[src/sv/i2cjs_pkg.sv]
// shared constants, codes and record types of the i2c job sequencer
`timescale 1ns / 1ps
`default_nettype none
package i2cjs_pkg;

    localparam int TASK_DEPTH = 16;
    localparam int BYTE_DEPTH = 64;
    localparam int TASK_AW    = $clog2(TASK_DEPTH);
    localparam int TASK_CW    = $clog2(TASK_DEPTH + 1);
    localparam int BYTE_AW    = $clog2(BYTE_DEPTH);
    localparam int BYTE_CW    = $clog2(BYTE_DEPTH + 1);

    // commands
    localparam logic [2:0] CMD_BEGIN = 3'd0;
    localparam logic [2:0] CMD_ADD   = 3'd1;
    localparam logic [2:0] CMD_STAGE = 3'd2;
    localparam logic [2:0] CMD_FINAL = 3'd3;
    localparam logic [2:0] CMD_EVENT = 3'd4;
    localparam logic [2:0] CMD_ERROR = 3'd5;

    // task kinds
    localparam logic [2:0] KIND_START = 3'd0;
    localparam logic [2:0] KIND_WMODE = 3'd1;
    localparam logic [2:0] KIND_RMODE = 3'd2;
    localparam logic [2:0] KIND_WRITE = 3'd3;
    localparam logic [2:0] KIND_READ  = 3'd4;
    localparam logic [2:0] KIND_STOP  = 3'd5;

    // bus actions
    localparam logic [2:0] ACT_NONE  = 3'd0;
    localparam logic [2:0] ACT_START = 3'd1;
    localparam logic [2:0] ACT_ADDRW = 3'd2;
    localparam logic [2:0] ACT_ADDRR = 3'd3;
    localparam logic [2:0] ACT_SEND  = 3'd4;
    localparam logic [2:0] ACT_READ  = 3'd5;
    localparam logic [2:0] ACT_STOP  = 3'd6;

    typedef struct packed {
        logic [2:0]  kind;
        logic [6:0]  addr;
        logic [15:0] len;
        logic [31:0] ref_val;   // read: buffer address, write: byte ring start
    } task_rec_t;

    typedef struct packed {
        logic [2:0]  action;
        logic [6:0]  addr;
        logic [7:0]  data;
        logic [15:0] len;
        logic [31:0] buffer;
        logic        result;
    } res_t;

endpackage
`default_nettype wire

[src/sv/i2c_master_job_sequencer_unit.sv]
// top level of the i2c master job sequencer: task ring, byte ring and bus sequencer
`timescale 1ns / 1ps
`default_nettype none
//
// channel  | dir | tdata / tuser fields (low bit up)                        | end of item
// s_*      | in  | tuser: command; tdata: task_kind, device_address,        | s_tvalid & s_tready
//          |     |   transfer_length, data_byte, buffer_address            |
// m_*      | out | tdata: accepted, action, out_address, out_byte,          | m_tvalid & m_tready
//          |     |   out_length, out_buffer, job_result; tlast: last        |
//
// one transaction at a time: the accept, then each result in turn on m_*, held until taken
// a bus event runs the task through ST_RUN_W (memory read at the ring tail) and ST_RUN,
// and steps to the next task through ST_ENT_W and ST_ENT when it completes; a start after a stop then runs too
// a committing finalize, when not busy, enters the first task through ST_ENT_W and ST_ENT before it runs
// a bus error passes through ST_ENT_W and ST_ENT for each task flushed
// reset clears all pointers, counts and flags; the rings themselves are not cleared
// results wait in a two-slot buffer until taken, input is held off until then
//
module i2c_master_job_sequencer_unit
(
    input  wire logic        clk,
    input  wire logic        rst_n,
    input  wire logic        s_tvalid,
    output logic             s_tready,
    input  wire logic [71:0] s_tdata,   // task_kind, device_address, transfer_length, data_byte, buffer_address
    input  wire logic [2:0]  s_tuser,   // command
    output logic             m_tvalid,
    input  wire logic        m_tready,
    output logic [71:0] m_tdata,        // accepted, action, out_address, out_byte, out_length, out_buffer, job_result
    output logic        m_tlast         // last
);

    localparam int TAW = i2cjs_pkg::TASK_AW;
    localparam int TCW = i2cjs_pkg::TASK_CW;
    localparam int BAW = i2cjs_pkg::BYTE_AW;
    localparam int BCW = i2cjs_pkg::BYTE_CW;

    // sequencer states
    localparam logic [3:0] ST_IDLE  = 4'd0;
    localparam logic [3:0] ST_ENT_W = 4'd1;
    localparam logic [3:0] ST_ENT   = 4'd2;
    localparam logic [3:0] ST_RUN_W = 4'd3;
    localparam logic [3:0] ST_RUN   = 4'd4;
    localparam logic [3:0] ST_OUT   = 4'd5;

    // where to go after the task entry step
    localparam logic [1:0] RET_RUN   = 2'd0;
    localparam logic [1:0] RET_POST  = 2'd1;
    localparam logic [1:0] RET_FLUSH = 2'd2;

    // input fields
    logic [2:0]  in_cmd;
    logic [2:0]  in_kind;
    logic [6:0]  in_addr;
    logic [15:0] in_len;
    logic [7:0]  in_byte;
    logic [31:0] in_buf;

    assign in_cmd  = s_tuser;
    assign in_kind = s_tdata[2:0];
    assign in_addr = s_tdata[9:3];
    assign in_len  = s_tdata[25:10];
    assign in_byte = s_tdata[33:26];
    assign in_buf  = s_tdata[65:34];

    // ring memories, read every cycle at the tail
    i2cjs_pkg::task_rec_t task_mem [i2cjs_pkg::TASK_DEPTH];
    logic [7:0]           byte_mem [i2cjs_pkg::BYTE_DEPTH];
    i2cjs_pkg::task_rec_t task_q_reg;
    logic [7:0]           byte_q0_reg, byte_q1_reg;

    logic                 task_we;
    logic [TAW-1:0]       task_waddr;
    i2cjs_pkg::task_rec_t task_wdata;
    logic                 byte_we;
    logic [BAW-1:0]       byte_waddr;

    // control state
    logic [3:0]     state_reg, state_next;
    logic [1:0]     ret_reg, ret_next;
    logic [TAW-1:0] task_head_reg, task_head_next, task_tail_reg, task_tail_next;
    logic [TCW-1:0] task_count_reg, task_count_next, task_staged_reg, task_staged_next;
    logic [BAW-1:0] byte_head_reg, byte_head_next, byte_tail_reg, byte_tail_next;
    logic [BCW-1:0] byte_count_reg, byte_count_next, byte_staged_reg, byte_staged_next;
    logic           job_open_reg, job_open_next, job_ok_reg, job_ok_next;
    logic           busy_reg, busy_next, status_reg, status_next;
    logic           was_stop_reg, was_stop_next, acc_reg, acc_next;
    logic [15:0]    sent_reg, sent_next;
    logic [1:0]     res_n_reg, res_n_next;
    logic           out_idx_reg, out_idx_next;
    i2cjs_pkg::res_t res_reg [2];
    i2cjs_pkg::res_t res_next [2];

    // results raised this cycle
    logic [1:0]      e_cnt;
    i2cjs_pkg::res_t e0, e1;

    // helpers
    logic [TCW:0]   task_fill;
    logic [BCW:0]   byte_fill;
    logic [BAW-1:0] ent_idx, ent_d;
    logic [16:0]    bs1, bs2;
    logic           two, complete, out_last;
    logic [1:0]     taken;
    logic [BCW-1:0] taken_w;
    logic [BCW-1:0] commit_bytes;
    logic [TCW-1:0] commit_tasks;
    logic [1:0]     n_eff;

    always_comb
    begin
        state_next       = state_reg;
        ret_next         = ret_reg;
        task_head_next   = task_head_reg;
        task_tail_next   = task_tail_reg;
        task_count_next  = task_count_reg;
        task_staged_next = task_staged_reg;
        byte_head_next   = byte_head_reg;
        byte_tail_next   = byte_tail_reg;
        byte_count_next  = byte_count_reg;
        byte_staged_next = byte_staged_reg;
        job_open_next    = job_open_reg;
        job_ok_next      = job_ok_reg;
        busy_next        = busy_reg;
        status_next      = status_reg;
        was_stop_next    = was_stop_reg;
        acc_next         = acc_reg;
        sent_next        = sent_reg;
        res_n_next       = res_n_reg;
        out_idx_next     = out_idx_reg;
        res_next[0]      = res_reg[0];
        res_next[1]      = res_reg[1];
        e_cnt            = 2'd0;
        e0               = '0;
        e1               = '0;
        task_we          = 1'b0;
        task_waddr       = TAW'(task_head_reg + TAW'(task_staged_reg));
        task_wdata.kind    = in_kind;
        task_wdata.addr    = in_addr;
        task_wdata.len     = in_len;
        task_wdata.ref_val = (in_kind == i2cjs_pkg::KIND_WRITE)
                           ? {{(32 - BAW){1'b0}}, BAW'(byte_head_reg + BAW'(byte_staged_reg))}
                           : in_buf;
        byte_we          = 1'b0;
        byte_waddr       = BAW'(byte_head_reg + BAW'(byte_staged_reg));
        task_fill        = {1'b0, task_count_reg} + {1'b0, task_staged_reg};
        byte_fill        = {1'b0, byte_count_reg} + {1'b0, byte_staged_reg} + (BCW + 1)'(1);
        commit_tasks     = task_count_reg + task_staged_reg;
        commit_bytes     = byte_count_reg + byte_staged_reg;
        ent_idx          = task_q_reg.ref_val[BAW-1:0];
        ent_d            = ent_idx - byte_tail_reg;
        bs1              = {1'b0, sent_reg} + 17'd1;
        bs2              = bs1 + 17'd1;
        two              = bs1 < {1'b0, task_q_reg.len};
        complete         = 1'b1;
        taken            = 2'd0;
        taken_w          = '0;
        n_eff            = (res_n_reg == 2'd0) ? 2'd1 : res_n_reg;
        out_last         = ({1'b0, out_idx_reg} + 2'd1) == n_eff;

        unique case (state_reg)
            ST_IDLE:
            begin
                if (s_tvalid)
                begin
                    acc_next     = 1'b0;
                    res_n_next   = 2'd0;
                    out_idx_next = 1'b0;
                    res_next[0]  = '0;
                    state_next   = ST_OUT;
                    unique case (in_cmd)
                        i2cjs_pkg::CMD_BEGIN:
                        begin
                            if (!job_open_reg)
                            begin
                                job_open_next = 1'b1;
                                job_ok_next   = 1'b1;
                                acc_next      = 1'b1;
                            end
                        end
                        i2cjs_pkg::CMD_ADD:
                        begin
                            if (job_open_reg && in_kind <= i2cjs_pkg::KIND_STOP)
                            begin
                                if (task_fill >= (TCW + 1)'(i2cjs_pkg::TASK_DEPTH))
                                    job_ok_next = 1'b0;
                                else
                                begin
                                    task_we          = 1'b1;
                                    task_staged_next = task_staged_reg + TCW'(1);
                                    acc_next         = 1'b1;
                                end
                            end
                        end
                        i2cjs_pkg::CMD_STAGE:
                        begin
                            if (job_open_reg)
                            begin
                                if (byte_fill >= (BCW + 1)'(i2cjs_pkg::BYTE_DEPTH))
                                    job_ok_next = 1'b0;
                                else
                                begin
                                    byte_we          = 1'b1;
                                    byte_staged_next = byte_staged_reg + BCW'(1);
                                    acc_next         = 1'b1;
                                end
                            end
                        end
                        i2cjs_pkg::CMD_FINAL:
                        begin
                            if (job_open_reg)
                            begin
                                job_open_next    = 1'b0;
                                task_staged_next = '0;
                                byte_staged_next = '0;
                                if (job_ok_reg)
                                begin
                                    task_head_next  = TAW'(task_head_reg + TAW'(task_staged_reg));
                                    task_count_next = commit_tasks;
                                    byte_head_next  = BAW'(byte_head_reg + BAW'(byte_staged_reg));
                                    byte_count_next = commit_bytes;
                                    status_next     = 1'b0;
                                    acc_next        = 1'b1;
                                    if (!busy_reg && commit_tasks != '0)
                                    begin
                                        ret_next   = RET_RUN;
                                        state_next = ST_ENT_W;
                                    end
                                end
                            end
                        end
                        i2cjs_pkg::CMD_EVENT:
                        begin
                            if (busy_reg && task_count_reg != '0)
                            begin
                                acc_next   = 1'b1;
                                state_next = ST_RUN_W;
                            end
                        end
                        i2cjs_pkg::CMD_ERROR:
                        begin
                            acc_next    = 1'b1;
                            status_next = 1'b1;
                            if (busy_reg)
                            begin
                                // skip the current task, then flush up to a stop
                                if (task_count_reg != '0)
                                begin
                                    task_tail_next  = task_tail_reg + TAW'(1);
                                    task_count_next = task_count_reg - TCW'(1);
                                end
                                ret_next   = RET_FLUSH;
                                state_next = ST_ENT_W;
                            end
                            else if (task_count_reg != '0)
                                state_next = ST_RUN_W;
                            else
                            begin
                                e_cnt         = 2'd1;
                                e0.action     = i2cjs_pkg::ACT_STOP;
                                e0.result     = 1'b1;
                                busy_next     = 1'b0;
                            end
                        end
                        default:
                        begin
                        end
                    endcase
                end
            end
            ST_ENT_W:
                state_next = ST_ENT;
            ST_ENT:
            begin
                // write task entry: drop bytes up to the task's start
                if (task_count_reg != '0 && task_q_reg.kind == i2cjs_pkg::KIND_WRITE)
                begin
                    if ({{(BCW - BAW){1'b0}}, ent_d} <= byte_count_reg)
                    begin
                        byte_tail_next  = ent_idx;
                        byte_count_next = byte_count_reg - {{(BCW - BAW){1'b0}}, ent_d};
                    end
                    else
                    begin
                        byte_tail_next  = byte_head_reg;
                        byte_count_next = '0;
                    end
                    sent_next = '0;
                end
                unique case (ret_reg)
                    RET_RUN:
                        state_next = ST_RUN_W;
                    RET_POST:
                    begin
                        busy_next = task_count_reg != '0;
                        if (task_count_reg != '0 && was_stop_reg
                            && task_q_reg.kind == i2cjs_pkg::KIND_START)
                            state_next = ST_RUN_W;
                        else
                            state_next = ST_OUT;
                    end
                    RET_FLUSH:
                    begin
                        if (task_count_reg != '0 && task_q_reg.kind != i2cjs_pkg::KIND_STOP)
                        begin
                            task_tail_next  = task_tail_reg + TAW'(1);
                            task_count_next = task_count_reg - TCW'(1);
                            state_next      = ST_ENT_W;
                        end
                        else if (task_count_reg != '0)
                            state_next = ST_RUN_W;
                        else
                        begin
                            e_cnt      = 2'd1;
                            e0.action  = i2cjs_pkg::ACT_STOP;
                            e0.result  = 1'b1;
                            busy_next  = 1'b0;
                            state_next = ST_OUT;
                        end
                    end
                    default:
                        state_next = ST_OUT;
                endcase
            end
            ST_RUN_W:
                state_next = ST_RUN;
            ST_RUN:
            begin
                busy_next     = 1'b1;
                was_stop_next = 1'b0;
                e_cnt         = 2'd1;
                unique case (task_q_reg.kind)
                    i2cjs_pkg::KIND_START:
                        e0.action = i2cjs_pkg::ACT_START;
                    i2cjs_pkg::KIND_WMODE:
                    begin
                        e0.action = i2cjs_pkg::ACT_ADDRW;
                        e0.addr   = task_q_reg.addr;
                    end
                    i2cjs_pkg::KIND_RMODE:
                    begin
                        e0.action = i2cjs_pkg::ACT_ADDRR;
                        e0.addr   = task_q_reg.addr;
                    end
                    i2cjs_pkg::KIND_WRITE:
                    begin
                        e0.action = i2cjs_pkg::ACT_SEND;
                        e0.data   = (byte_count_reg != '0) ? byte_q0_reg : 8'd0;
                        e1.action = i2cjs_pkg::ACT_SEND;
                        e1.data   = (byte_count_reg > BCW'(1)) ? byte_q1_reg : 8'd0;
                        if (two)
                        begin
                            e_cnt     = 2'd2;
                            sent_next = bs2[15:0];
                            complete  = bs2 >= {1'b0, task_q_reg.len};
                            taken     = 2'd2;
                        end
                        else
                        begin
                            sent_next = bs1[15:0];
                            complete  = 1'b1;
                            taken     = 2'd1;
                        end
                        // the ring hands out no more bytes than it holds
                        if (byte_count_reg < BCW'(taken))
                            taken_w = byte_count_reg;
                        else
                            taken_w = BCW'(taken);
                        byte_tail_next  = byte_tail_reg + BAW'(taken_w);
                        byte_count_next = byte_count_reg - taken_w;
                    end
                    i2cjs_pkg::KIND_READ:
                    begin
                        e0.action = i2cjs_pkg::ACT_READ;
                        e0.len    = task_q_reg.len;
                        e0.buffer = task_q_reg.ref_val;
                    end
                    default:
                    begin
                        e0.action     = i2cjs_pkg::ACT_STOP;
                        e0.result     = status_reg;
                        was_stop_next = 1'b1;
                    end
                endcase
                if (complete)
                begin
                    if (task_count_reg != '0)
                    begin
                        task_tail_next  = task_tail_reg + TAW'(1);
                        task_count_next = task_count_reg - TCW'(1);
                    end
                    ret_next   = RET_POST;
                    state_next = ST_ENT_W;
                end
                else
                    state_next = ST_OUT;
            end
            ST_OUT:
            begin
                if (m_tready)
                begin
                    if (out_last)
                        state_next = ST_IDLE;
                    else
                        out_idx_next = 1'b1;
                end
            end
            default:
                state_next = ST_IDLE;
        endcase

        // place new results in the two-slot buffer, after any clear at accept
        if (e_cnt != 2'd0)
        begin
            if (res_n_next == 2'd0)
            begin
                res_next[0] = e0;
                if (e_cnt == 2'd2)
                    res_next[1] = e1;
                res_n_next = e_cnt;
            end
            else if (res_n_next == 2'd1)
            begin
                res_next[1] = e0;
                res_n_next  = 2'd2;
            end
        end
    end

    always_ff @(posedge clk)
    begin
        if (task_we)
            task_mem[task_waddr] <= task_wdata;
        if (byte_we)
            byte_mem[byte_waddr] <= in_byte;
        task_q_reg  <= task_mem[task_tail_reg];
        byte_q0_reg <= byte_mem[byte_tail_reg];
        byte_q1_reg <= byte_mem[byte_tail_reg + BAW'(1)];
        res_reg[0]  <= res_next[0];
        res_reg[1]  <= res_next[1];
    end

    always_ff @(posedge clk or negedge rst_n)
    begin
        if (!rst_n)
        begin
            state_reg       <= ST_IDLE;
            ret_reg         <= RET_RUN;
            task_head_reg   <= '0;
            task_tail_reg   <= '0;
            task_count_reg  <= '0;
            task_staged_reg <= '0;
            byte_head_reg   <= '0;
            byte_tail_reg   <= '0;
            byte_count_reg  <= '0;
            byte_staged_reg <= '0;
            job_open_reg    <= 1'b0;
            job_ok_reg      <= 1'b0;
            busy_reg        <= 1'b0;
            status_reg      <= 1'b0;
            was_stop_reg    <= 1'b0;
            acc_reg         <= 1'b0;
            sent_reg        <= '0;
            res_n_reg       <= '0;
            out_idx_reg     <= 1'b0;
        end
        else
        begin
            state_reg       <= state_next;
            ret_reg         <= ret_next;
            task_head_reg   <= task_head_next;
            task_tail_reg   <= task_tail_next;
            task_count_reg  <= task_count_next;
            task_staged_reg <= task_staged_next;
            byte_head_reg   <= byte_head_next;
            byte_tail_reg   <= byte_tail_next;
            byte_count_reg  <= byte_count_next;
            byte_staged_reg <= byte_staged_next;
            job_open_reg    <= job_open_next;
            job_ok_reg      <= job_ok_next;
            busy_reg        <= busy_next;
            status_reg      <= status_next;
            was_stop_reg    <= was_stop_next;
            acc_reg         <= acc_next;
            sent_reg        <= sent_next;
            res_n_reg       <= res_n_next;
            out_idx_reg     <= out_idx_next;
        end
    end

    // ports
    assign s_tready = state_reg == ST_IDLE;
    assign m_tvalid = state_reg == ST_OUT;
    assign m_tlast  = out_last;
    assign m_tdata  = {4'b0000,
                       res_reg[out_idx_reg].result,
                       res_reg[out_idx_reg].buffer,
                       res_reg[out_idx_reg].len,
                       res_reg[out_idx_reg].data,
                       res_reg[out_idx_reg].addr,
                       res_reg[out_idx_reg].action,
                       acc_reg};

    // checks
    a_task_fill: assert property (@(posedge clk) disable iff (!rst_n)
        ({1'b0, task_count_reg} + {1'b0, task_staged_reg}) <= (TCW + 1)'(i2cjs_pkg::TASK_DEPTH))
        else $error("task ring overfilled");

    a_byte_fill: assert property (@(posedge clk) disable iff (!rst_n)
        ({1'b0, byte_count_reg} + {1'b0, byte_staged_reg}) < (BCW + 1)'(i2cjs_pkg::BYTE_DEPTH))
        else $error("byte ring overfilled");

    a_one_side: assert property (@(posedge clk) disable iff (!rst_n)
        !(s_tready && m_tvalid))
        else $error("input taken while results pending");

    a_res_bound: assert property (@(posedge clk) disable iff (!rst_n)
        res_n_reg <= 2'd2)
        else $error("result buffer count out of range");

    a_accept_to_work: assert property (@(posedge clk) disable iff (!rst_n)
        (s_tvalid && s_tready) |=> !s_tready)
        else $error("second transaction taken without processing");

endmodule
`default_nettype wire
[config.mk]
export PLATFORM = sky130hd
export DESIGN_NAME = i2c_master_job_sequencer_unit
export DESIGN_NICKNAME = d
export VERILOG_FILES = /design/src/sv/i2cjs_pkg.sv /design/src/sv/i2c_master_job_sequencer_unit.sv
export SDC_FILE = /design/constraint.sdc
export NUM_CORES = 2
export LEC_CHECK = 0
export BUFFER_PORTS_ARGS = -buffer_cell sky130_fd_sc_hd__buf_2
export CORE_MARGIN = 2
export CORE_UTILIZATION = 25
export CTS_BUF_LIST = sky130_fd_sc_hd__clkbuf_8 sky130_fd_sc_hd__clkbuf_16
export DETAILED_ROUTE_END_ITERATION = 8
export PLACE_DENSITY_LB_ADDON = 0.05
export SYNTH_ARGS = -nofsm -noshare
export SYNTH_HDL_FRONTEND = slang
export SYNTH_SLANG_ARGS = --single-unit
[constraint.sdc]
create_clock -name clk -period 10.6 [get_ports clk]
set_input_delay 3.18 -clock clk [delete_from_list [all_inputs] [get_ports clk]]
set_output_delay 3.18 -clock clk [all_outputs]
set_load 0.02 [all_outputs]
Word level (Yosys, flattened, before mapping):

Memory sizes are Yosys's and may differ from the RTL's. A register that Yosys moved wholly into a read port is not among the register bits.
Index checks and enable logic that the tools add are counted.

* memories: 3
* bits in read-only memories: 0
* output and inout port bits: 75
* latch bits: 0
* input port bits: 79
* bits in writable memories: 1574
* word-level logic and storage cells: 312
* register bits after elaboration: 75

Memories
* task_mem: words 16, width 58, rd ports 1, clocked after memory_dff 1, wr ports 1, RTL line i2c_master_job_sequencer_unit.sv:67 `i2cjs_pkg::task_rec_t task_mem [i2cjs_pkg::TASK_DEPTH];`
* byte_mem: words 64, width 8, rd ports 2, clocked after memory_dff 2, wr ports 1, RTL line i2c_master_job_sequencer_unit.sv:68 `logic [7:0] byte_mem [i2cjs_pkg::BYTE_DEPTH];`
* res_reg: words 2, width 67, rd ports 2, clocked after memory_dff 0, wr ports 2, RTL line i2c_master_job_sequencer_unit.sv:91 `i2cjs_pkg::res_t res_reg [2];`

* bitwise gates (word level): 0
* multiplexer cells: 163
* shift-type cells: 0
* $lt $le $gt $ge: 8
* add/subtract/negate cells: 19
* reductions and logical operators: 45
* divide/modulo/power cells: 0
* equal/unequal tests: 55
* multiply operators: 0

Operators with widths (count)
* 2-to-1 mux 67 bit: 6
* 2-to-1 mux 134 bit: 1
* 2-to-1 mux 7 bit: 14
* 2-to-1 mux 63 bit: 1
* 2-to-1 mux 5 bit: 11
* 2-to-1 mux 1 bit: 50
* 2-to-1 mux 16 bit: 3
* 2-to-1 mux 3 bit: 16
* 2-to-1 mux 48 bit: 1
* 2-to-1 mux 4 bit: 11
* 2-to-1 mux 8 bit: 5
* 2-to-1 mux 2 bit: 16
* 2-to-1 mux 32 bit: 1
* one-hot mux 16 bit (2 select lines): 1
* != test 2 bit (second input constant): 15
* != test 3 bit (second input constant): 9
* one-hot mux 4 bit (3 select lines): 2
* one-hot mux 4 bit (6 select lines): 1
* one-hot mux 7 bit (3 select lines): 1
* one-hot mux 5 bit (2 select lines): 2
* 2-to-1 mux 6 bit: 3
* one-hot mux 3 bit (3 select lines): 2
* AND reduction 6 bit: 3
* adder 16 x 1 -> 17 bit (second input constant): 1
* other kinds (64): 114

Depth between registers and ports, before layout:

* depth in word-level cells: 12
* mapped depth: 29
* mapped depth without buffers: 27

Worst setup path after synthesis:

No wires, ideal clock.

* path kind: input-to-reg
* start point: input s_tvalid
* end point: memory res_reg[1][0] (netlist name), enable pin
* arrival time: 9.143 ns
* setup slack: 0.857 ns
* buffers on the path: 0
* setup time: 0.599 ns
* data required time: 10.001 ns
* stages: 4
* path through: or4b_1 > nor3_1 > o21ai_1 > a221oi_1

RTL lines
* start: declaration: RTL line i2c_master_job_sequencer_unit.sv:23 `input wire logic s_tvalid,`
* end: declaration: RTL line i2c_master_job_sequencer_unit.sv:91

Worst setup path after layout:

* start point: register sent_reg[0]
* end point: register byte_count_reg[6]

* cells in the longest elaborated chain, start to end: 12

RTL lines
* start: declaration: RTL line i2c_master_job_sequencer_unit.sv:88 `logic [15:0] sent_reg, sent_next;`
* start signal: assignment: RTL line i2c_master_job_sequencer_unit.sv:485 `sent_reg <= sent_next;`
* adder 16 x 1 -> 17 bit (*): RTL line i2c_master_job_sequencer_unit.sv:152 `bs1 = {1'b0, sent_reg} + 17'd1;`
* < comparator 17 x 16 -> 1 bit (*): RTL line i2c_master_job_sequencer_unit.sv:154 `two = bs1 < {1'b0, task_q_reg.len};`
* 2-to-1 mux 2 bit (*): RTL line i2c_master_job_sequencer_unit.sv:351 `if (two)`
* 2-to-1 mux 2 bit (*): RTL line i2c_master_job_sequencer_unit.sv:332 `unique case (task_q_reg.kind)`
* 2-to-1 mux 2 bit (*): RTL line i2c_master_job_sequencer_unit.sv:161 `unique case (state_reg)`
* < comparator 7 x 2 -> 1 bit: RTL line i2c_master_job_sequencer_unit.sv:365 `if (byte_count_reg < BCW'(taken))`
* 2-to-1 mux 7 bit (*): RTL line i2c_master_job_sequencer_unit.sv:365
* 2-to-1 mux 7 bit (*): RTL line i2c_master_job_sequencer_unit.sv:332
* 2-to-1 mux 7 bit (*): RTL line i2c_master_job_sequencer_unit.sv:161
* subtractor 7 bit (*): RTL line i2c_master_job_sequencer_unit.sv:370 `byte_count_next = byte_count_reg - taken_w;`
* 2-to-1 mux 7 bit (*): RTL line i2c_master_job_sequencer_unit.sv:332
* one-hot mux 7 bit (3 select lines) (*): RTL line i2c_master_job_sequencer_unit.sv:161
* end signal: assignment: RTL line i2c_master_job_sequencer_unit.sv:477 `byte_count_reg <= byte_count_next;`
* end: declaration: RTL line i2c_master_job_sequencer_unit.sv:84 `logic [BCW-1:0] byte_count_reg, byte_count_next, byte_staged_reg, byte_staged_next;`

Every way passes the cells marked *; elsewhere a longest branch is shown, timed or not. The select of a mux whose other input is x is not followed.
A chain may end at the register's enable or synchronous reset.

==> results.cfg <==
[sta]
fmaxAchievable_ghz = 0.145
slew_viol_final = 0
tightest_slew_ns = 1.21
setup_tns_ns = 0
fin_crit_sh = 0.649
setup_viol = 0
slew_headroom = 0.185
finalCriticalPeriod_ns = 6.88
rsz0062_at_grt = no
finalClockSkew_ns = 0.0753
hold_viol_final = 0

[cells_and_area]
fill_cells = 29100
final_cell_mix = edfxtp_1 (1,507), mux4_2 (522), clkbuf_16 (214), nand2_1 (179), buf_4 (150)
area_growth_pct = 17.5
drive_gt1_frac = 0.279
layout_commonest_cell = edfxtp_1
largest_register_ffs = 928
fin_nets = 4546
design_area_um2 = 86500

[route]
route.met3.wl_um = 8030
met1_length_um = 110000
wl_um = 234000
post-route-drc-count = 0
vias = 39500
met2_length_um = 111000
avgRoutedWirePerCell_um = 27.7
drtIter0Drc = 2966
drtPass1Iterations = 5
antenna_left = 0
top_layer = met5
vias_per_cell = 4.66

[clocking]
ctsResizeCount = 0
cts_made_buffers = 212
path_clk_slew_ns = 0.06
tritoncts = built
cts_max_level = 4
cts_hold_buf = 0
cts_buffer_depth = 4
clock_sinks = 1722
cts_root_buf = clkbuf_16
clock_latency_ns = 0.89
cts_setup_buffers = 0

[floorplanning]
io_pins = 154
rows = 199
initial_utilization = 0.251
die-height_um = 546
die_w_um = 546
core_area_um2 = 293000
dieArea_um2 = 299000

[critical_path]
cp.required_ns = 11.27
cp_max_fo = 16
worstPathArrival_ns = 7.56
critPathLaunchType = flop
path_buf_inv = 3
path_common_cell = ha_1
path_delay_family = compound AO/OA/AOI/OAI gates
crit_slowest_cell = dfrtp_1
crit_path_end_kind = flop
critPathKind = flop to flop
slowest_delay_ns = 0.67

[yosys]
synthArstFlopShare = 0.0430
seq_area_frac_synth = 0.679
synth_flop_cell = edfxtp_1
synth_area_um2 = 73600
synth_top_cell_by_area = edfxtp_1
synth_top_area_frac = 0.615
ys_warn_count = 0
synth_edf_count = 1507
synth-seq-cells = 1722
synth_cells = 4120
synth.avg_cell_area_um2 = 17.9
synthTopCellsByArea = edfxtp_1 (62%), mux4_2 (16%), dfxtp_1 (3.8%), dfrtp_1 (2.5%), mux2i_1 (1.8%)
synthDistinctLibCells = 87

[placed_design]
hpwl_um = 144000
gp_congestion = 0.741
placed_cell_area_um2 = 79700
io_buffers = 143

[grt]
grt_pass1_wl_um = 330000
antenna_found_initial = 45
grt_max_degree = 120
grt_pass1_vias = 41200
overflow = 0
track_usage = 0.155

[flow_run]
drv_cap = 0

[pwr]
powerDensity_nw_per_um2 = 169
leakagePower_nw = 27.7
ir_drop_mv = 0.120
finalPower_mw = 14.6

[worst_hold_path]
worstHoldPathType = flop to flop

[run_status]
outcome = completed
## cell usage after synthesis (83+ instances only)
library cell and n:
edfxtp_1 1507, ha_1 83, a21oi_1 110, nor2_1 124, o21ai_0 144, clkbuf_1 181
nand2_1 183, dfxtp_1 141, mux4_2 522, nand3_1 99, mux2i_1 134, nor3_1 126
## worst min-delay path, delay by kind of cell, from the launching register on
kind            cells  cell delay (ns)
flops               1             0.31
simple gates        1             0.05
compound gates      1             0.05
## cell type report
| class | count | area, um2 | share of cell area |
|---|---|---|---|
| flip-flops and latches | 1722 | 50000 | 0.578 |
| multi-input cells | 2076 | 22600 | 0.261 |
| clock buffers | 232 | 5600 | 0.0648 |
| well taps | 3919 | 4900 | 0.0567 |
| repair buffers | 299 | 1980 | 0.0229 |
| clock inverters | 154 | 1150 | 0.0133 |
| inverters | 66 | 248 | 0.00287 |
| diodes | 7 | 17.5 | 0.000203 |
## where the power goes
part | internal (mW) | switching (mW)
clock network | 4.18 | 2.90
logic | 0.0215 | 0.120
registers | 7.37 | 0.000370
## cell families after synthesis
| kind of cell | synth area share |
|---|---|
| multiplexers | 0.190 |
| adder cells (fa/ha/maj) | 0.0162 |
| AO/OA/AOI/OAI | 0.0398 |
| buffers and inverters | 0.0176 |
| XOR/XNOR | 0.00997 |
| AND/OR/NAND/NOR | 0.0473 |
| flip-flops | 0.679 |
| other | 0.0000510 |
## final timing paths
kind,end,slack (ns),depth (start not counted),from
min,res_reg[0][65]$_DFF_P_,0.46,2,res_reg[0][65]$_DFF_P_
max reg2reg,byte_count_reg[6]$_DFFE_PN0P_,3.72,26,sent_reg[0]$_DFFE_PN0P_
max,byte_count_reg[6]$_DFFE_PN0P_,3.72,26,sent_reg[0]$_DFFE_PN0P_
max in group asynchronous,byte_tail_reg[1]$_DFFE_PN0P_,7.09,2,rst_n
min in group asynchronous,sent_reg[8]$_DFFE_PN0P_,2.36,1,rst_n
min reg2reg,res_reg[0][65]$_DFF_P_,0.46,2,res_reg[0][65]$_DFF_P_
## per-stage QoR
step / utilization / worst slack (ns) / instances / hold slack [ns]
floorplan: - / 0.857 / 4126 / 0.429
global placement: 0.272 / 3.37 / 8082 / 0.451
detailed placement: 0.272 / 3.40 / 8082 / 0.456
CTS: 0.295 / 3.64 / 8468 / 0.463
global route: 0.295 / 2.94 / 8470 / 0.473
finish: 0.295 / 3.72 / 8475 / 0.459
## per-layer routing
metal | vias to the layer above | global-route usage
met5 | - | 0
met4 | 6 | 0.0381
met3 | 328 | 0.0204
met2 | 762 | 0.252
met1 | 21100 | 0.219
li1 | 17300 | -
(Power assumes the default switching activity.)
